**config.mk**
```make
export PLATFORM = sky130hd
export DESIGN_NAME = sphb_band_sums
export DESIGN_NICKNAME = d
export VERILOG_FILES = /design/src/sphb_pkg.sv /design/src/sphb_band_sums.sv
export SDC_FILE = /design/constraint.sdc
export NUM_CORES = 1
export LEC_CHECK = 0
export ABC_CLOCK_PERIOD_IN_PS = 2530
export BUFFER_PORTS_ARGS = -buffer_cell sky130_fd_sc_hd__buf_2
export CAP_MARGIN = 20
export CELL_PAD_IN_SITES_DETAIL_PLACEMENT = 0
export CELL_PAD_IN_SITES_GLOBAL_PLACEMENT = 2
export CORE_UTILIZATION = 35
export DETAILED_ROUTE_END_ITERATION = 16
export GPL_TIMING_DRIVEN = 0
export PLACE_DENSITY_LB_ADDON = 0.1
export SETUP_SLACK_MARGIN = 0.4
export SLEW_MARGIN = 20
export SYNTH_ARGS = -nofsm -noshare
export SYNTH_HDL_FRONTEND = slang
export SYNTH_SLANG_ARGS = --single-unit
```
**constraint.sdc**
```tcl
create_clock -name clk -period 2.53 [get_ports clk]
set_input_delay 0.506 -clock clk [delete_from_list [all_inputs] [get_ports clk]]
set_output_delay 0.506 -clock clk [all_outputs]
set_load 0.02 [all_outputs]
```
**src/sphb_pkg.sv**
```systemverilog
// ----------------------------------------------------------------------------
// sphb_pkg: spectrum peak hold with band sums, shared definitions
// Widths, register codes, reset values and pipeline tag types.
// ----------------------------------------------------------------------------
`default_nettype none

package sphb_pkg;

	localparam int MAG_W       = 16;
	localparam int IDX_W       = 8;
	localparam int BAND_CNT_W  = 9;
	localparam int DECAY_W     = 16;
	localparam int SUM_W       = 24;
	localparam int PROD_W      = MAG_W + DECAY_W;
	localparam int STORE_DEPTH = 256;
	localparam int MAX_BANDS   = 256;
	localparam int BAND_MIN    = 4;
	localparam int BAND_TOP    = (MAX_BANDS < STORE_DEPTH) ? MAX_BANDS : STORE_DEPTH;
	localparam int NUM_QTR     = 4;
	localparam int QTR_W       = 2;

	// configuration port
	localparam int CFG_IDX_W  = 2;
	localparam int CFG_DATA_W = 16;
	localparam logic [CFG_IDX_W-1:0] CFG_BAND_COUNT   = 2'd0;
	localparam logic [CFG_IDX_W-1:0] CFG_DECAY_FACTOR = 2'd1;

	localparam logic [BAND_CNT_W-1:0] BAND_COUNT_RST   = 9'd128;
	localparam logic [DECAY_W-1:0]    DECAY_FACTOR_RST = 16'd62915;

	typedef logic [MAG_W-1:0] mag_t;
	typedef logic [IDX_W-1:0] idx_t;
	typedef logic [SUM_W-1:0] sum_t;
	typedef logic [QTR_W-1:0] qtr_t;

	// per-item control info that travels down the pipeline
	typedef struct packed {
		idx_t idx;
		logic last;
		qtr_t qtr;
	} band_tag_t;

	// frame report fields
	typedef struct packed {
		sum_t total;
		sum_t q1;
		sum_t q2;
		sum_t q3;
		sum_t q4;
	} band_report_t;

endpackage

`default_nettype wire

```
**src/sphb_band_sums.sv**
```systemverilog
// ----------------------------------------------------------------------------
// sphb_band_sums: frame and quarter accumulators
// Adds each smoothed value into the total and its quarter; on the last band
// the sums go to the report registers and the accumulators restart.
// ----------------------------------------------------------------------------
`default_nettype none

module sphb_band_sums (
	input  wire logic                clk,
	input  wire logic                arst_n,
	input  wire logic                en,
	input  wire sphb_pkg::mag_t      smoothed,
	input  wire sphb_pkg::band_tag_t tag,
	output sphb_pkg::band_report_t   report
);
	import sphb_pkg::*;

	sum_t total_q;
	sum_t qacc_q [NUM_QTR];
	sum_t total_nxt;
	sum_t qacc_nxt [NUM_QTR];
	sum_t sm_ext;
	band_report_t report_q;

	assign sm_ext    = SUM_W'(smoothed);
	assign total_nxt = total_q + sm_ext;

	always_comb begin
		for (int i = 0; i < NUM_QTR; i++) begin
			qacc_nxt[i] = qacc_q[i] + ((tag.qtr == QTR_W'(i)) ? sm_ext : '0);
		end
	end

	always_ff @(posedge clk or negedge arst_n) begin
		if (!arst_n) begin
			total_q <= '0;
			for (int i = 0; i < NUM_QTR; i++) begin
				qacc_q[i] <= '0;
			end
		end else if (en) begin
			if (tag.last) begin
				total_q <= '0;
				for (int i = 0; i < NUM_QTR; i++) begin
					qacc_q[i] <= '0;
				end
			end else begin
				total_q <= total_nxt;
				for (int i = 0; i < NUM_QTR; i++) begin
					qacc_q[i] <= qacc_nxt[i];
				end
			end
		end
	end

	// sums are reported as zero except on the last band
	always_ff @(posedge clk) begin
		if (en) begin
			if (tag.last) begin
				report_q.total <= total_nxt;
				report_q.q1    <= qacc_nxt[0];
				report_q.q2    <= qacc_nxt[1];
				report_q.q3    <= qacc_nxt[2];
				report_q.q4    <= qacc_nxt[3];
			end else begin
				report_q <= '0;
			end
		end
	end

	assign report = report_q;

endmodule

`default_nettype wire
```
# Word level (Yosys, flattened, before mapping)
# Index checks and enable logic that the tools add are counted.
# classes
addsub,5
n_mul,0
div_mod_pow,0
order_cmp,0
eq_ne,3
n_shift,0
n_mux,6
n_bitwise,0
reduce_logical,1
# op_table
op,count
adder 24 x 16 -> 24 bit,5
two-way mux 96 bit,1
two-way mux 16 bit,4
two-way mux 24 bit,1
equality test 2 bit (second input constant),2
equality test 2 x 1 -> 1 bit (second input constant),1
zero test 2 bit,1
# totals
reg_bits,240
latch_bits,0
ram_bits,0
romBits,0
mem_count,0

# Logic depth before layout (Yosys ltp)
# depth
depth_word,4
depth_mapped,13

# Worst setup path before layout
# OpenSTA, ideal clock, no wires.
# synth_timing
path_kind,input -> register
start,in tag[1] in the netlist's numbering
end,reg qacc_q[94] in the netlist's numbering
arrival_time_ps,3157
path_slack_ps,-696
path_stages,13
path_buffers,1
path_cell_list,nor2_1 -> clkbuf_1 -> and2_1 -> ha_1 -> inv_1 -> fa_1 -> nand2b_1 -> a211o_1 -> a21oi_2 -> o32a_2 -> a31oi_4 -> or4b_1 -> nand3_1
# synth_via
elab_chain_cells,4
# synth_lines
element,line_no,rtl
from (decl),sphb_band_sums.sv:13,"input wire sphb_pkg::band_tag_t tag,"
zero test 2 bit,sphb_band_sums.sv:30,qacc_nxt[i] = qacc_q[i] + ((tag.qtr == QTR_W'(i)) ? sm_ext : '0);
two-way mux 16 bit,sphb_band_sums.sv:30,
adder 24 x 16 -> 24 bit,sphb_band_sums.sv:30,
two-way mux 96 bit,sphb_band_sums.sv:41,if (tag.last) begin
"to (signal, indexed assignment)",sphb_band_sums.sv:49,qacc_q[i] <= qacc_nxt[i];
to (decl),sphb_band_sums.sv:19,sum_t qacc_q [NUM_QTR];
# Every way passes these cells.
# A chain may end at the register's enable or synchronous reset.

# Final worst setup path
# layout_timing
start,in tag[0] in the netlist's numbering
end,reg qacc_q[88] in the netlist's numbering
# The elaborated chain is that of the path after synthesis.

==> out/metrics.yaml <==
die_w_um: 202
max_freq_mhz: 360
cts.htree.levels: 1
hold_violations: 0
numClockSinks: 240
numPortBuffers: 141
numCtsBuffers: 29
grt_pass1_vias: 11600
violations: "setup timing"
synth.distinct_cells: 74
syn-num-nets: 1492
hold_path_startpoint: "en"
cap_violations: 0
dp_hpwl_mm: 31.6
worstPathMaxFanout: 8
core_sq_mm: 0.0391
root_buffer: "clkbuf_16"
worstPathArrival_ps: 3240
clock_latency_ps: 570
clockBufferDepth: 3
worst_ep_required_time_ps: 2990
gp_congestion: 0.830
ys_seq_elements: 240
place_worst_setup_slack_ps: -1220
whs_path_depth: 1
drive_gt1_share_pct: 42.1
grt_max_degree: 75
cts_tree: "done"
syn_area_sq_mm: 0.0140
rr_startpoint: "qacc_q[72]"
drc: 0
synth_edf_count: 120
fin_nets: 1822
min_period_ps: 2780
yosysWarningCount: 0
min_to: "report[106]"
cp-end-kind: "flop"
reg2reg_depth: 12
top_layer_used: "met4"
antenna_found_initial: 7
setup_viol: 70
routed_via_density: 5.25
syn2layout_area_growth_pct: 46.3
avgSynthCellArea_sq_um: 10.2
grt_pass1_wl_mm: 69.6
worst-r2r-setup-slack_ps: -220
wl_met1_mm: 22.0
drtAntennaViolNets: 0
path_cells: "buf_12 -> nor2_4 -> buf_8 -> and2_4 -> ha_4 -> inv_2 -> fa_2 -> nand2b_4 -> a211o_1 -> a21oi_2 -> o32a_4 -> a31oi_4 -> buf_4 -> buf_6 -> a21o_2 -> a21o_1"
dominantRegCellSynth: "edfxtp_1"
p_leak_nw: 8.52
worst_slack_ps: -248
r2r_end: "qacc_q[88]"
die_y_um: 202
grt_util_all_layers_pct: 22.4
gr-total-overflow: 0
met2_length_mm: 21.8
powerDensity_mw_per_mm2: 618
first_pass_iters: 5
drtIter0Drc: 518
maxSlewHeadroom_pct: 39.1
yosysSeqAreaShare_pct: 47.1
synthArstFlopShare_pct: 50.0
min_path_type: "in2reg"
critical_path_class: "in2reg"
n_antenna_cell: 0
ir_drop_v: 0.000490
clkSlewWorstSetupHoldPaths_ps: 60
cp_slowest_stage_delay_ps: 350
io_pins: 150
fillers: 3574
status: "finished, violations left"
tightest_slew_ps: 913
wl_met3_mm: 1.65
initial_core_util_pct: 35.9
setup_tns_ps: -7190
rows: 72
slew_violations: 0
die_area_sq_mm: 0.0409
start_kind: "input pin"
wire_per_inst_um: 20.8
rsz0062_at_grt: "yes"
period_share_pct: 110
drt-total-wl_mm: 46.7
postSynthCellCount: 1377
skew_ps: 18.8
cpMaxStageDelayCell: "fa_2"
via_count: 11800
kinds of logic after synthesis:
family	Yosys count	share of synthesized area (%)
xor+xnor	93	5.81
simple gates	445	16.0
flops	240	47.1
mux	2	0.143
compound gates	404	20.0
fa+ha+maj	85	7.85
buf+inv	108	3.10
layer usage:
metal / vias to the layer above / GRT usage, %
met5: - / 0
met4: 0 / 6.50
met3: 53 / 2.31
met2: 218 / 36.2
met1: 5827 / 31.6
li1: 5701 / -
power by group:
part | switching, mW | internal [mW]
clock network | 1.75 | 2.36
logic | 2.11 | 1.72
registers | 0.224 | 4.53
worst max-delay path, delay by kind of cell:
family,cells,cell delay (ps)
buf+inv,5,580
fa+ha+maj,2,480
simple gates,3,440
compound gates,6,1220
registers in the layout (all words and copies together), names as in the netlist:
signal and cells:
total_q 24, qacc_q 96, report 120
Yosys cell counts, types with 4 or more instances:
library cell	instances	area, sq um
o31ai_1	8	60.1
a21o_1	29	218
a22o_1	54	473
buf_2	5	25.0
a21boi_0	4	30.0
edfxtp_1	120	3600
clkbuf_1	57	214
nor2b_1	11	68.8
a21oi_2	4	35.0
o21bai_1	10	75.1
or3_1	18	113
and3_1	29	181
xor2_1	26	228
nand4_1	9	56.3
a31o_2	7	61.3
inv_1	39	146
or2_2	4	25.0
a211oi_1	11	82.6
a31oi_1	9	56.3
nor2_1	134	503
nand2_1	72	270
o211ai_1	12	90.1
fa_1	5	100
a211o_1	5	43.8
nor3_1	8	40.0
o2bb2ai_1	27	236
a211oi_2	4	50.1
ha_1	80	1000
or4_1	7	52.6
o21a_1	8	60.1
nand2b_1	13	81.3
o21ai_0	90	450
and2_1	97	607
nand3_1	32	160
xnor2_1	67	587
dfrtp_1	120	3000
a21oi_1	87	435
area by class of cell:
cell class	count	area (sq um)	area share (%)
multi-input cells	1029	9540	46.5
flip-flops and latches	240	6610	32.2
repair buffers	299	2200	10.7
clock buffers	35	768	3.74
well taps	518	648	3.16
plain buffers	69	463	2.26
clock inverters	18	151	0.738
inverters	39	146	0.713
cells in the final DEF, fill, tap and decap left out, types with 36 or more instances in the layout:
cell	synthesis	layout
a21oi_1	87	44
a22o_1	54	54
and2_1	97	79
buf_2	5	136
buf_4	0	104
buf_6	3	59
clkbuf_1	57	46
dfrtp_1	120	120
edfxtp_1	120	120
ha_4	0	44
nand2_1	72	57
nor2_1	134	112
o21ai_1	1	38
xnor2_1	67	36
per-stage QoR:
step	utilization, %	hold slack (ps)	area, sq um	power (mW)	instances
after CTS	48.9	391	19100	12.4	2187
after global routing	52.5	401	20500	13.3	2247
after detailed placement	42.0	459	16400	7.65	2038
after floorplan	-	210	15000	6.79	1377
final	52.5	389	20500	12.7	2247
after global placement	41.8	465	16300	7.64	2036
worst max path at each step:
| stage | from | to | slack [ps] |
|---|---|---|---|
| 2_1_floorplan | tag[1] | qacc_q[94] | -430 |
| 4_1_cts | tag[0] | report[92] | -220 |
| 3_5_place_dp | tag[1] | report[90] | -1220 |
| 6_report | tag[0] | qacc_q[88] | -250 |
| 3_3_place_gp | en | qacc_q[30] | -1880 |
| 5_1_grt | tag[0] | report[44] | -290 |
repair_timing:
item / CTS / global route
hold buffers: 1 / 0
buffers inserted: 94 / 59
setup endpoints to repair: 179 / 192
resized for setup: 204 / 200
gates cloned: 1 / 1
hold endpoints to repair: 48 / 0
pin swaps: 123 / 125
Power figures use the tool's default switching activity.
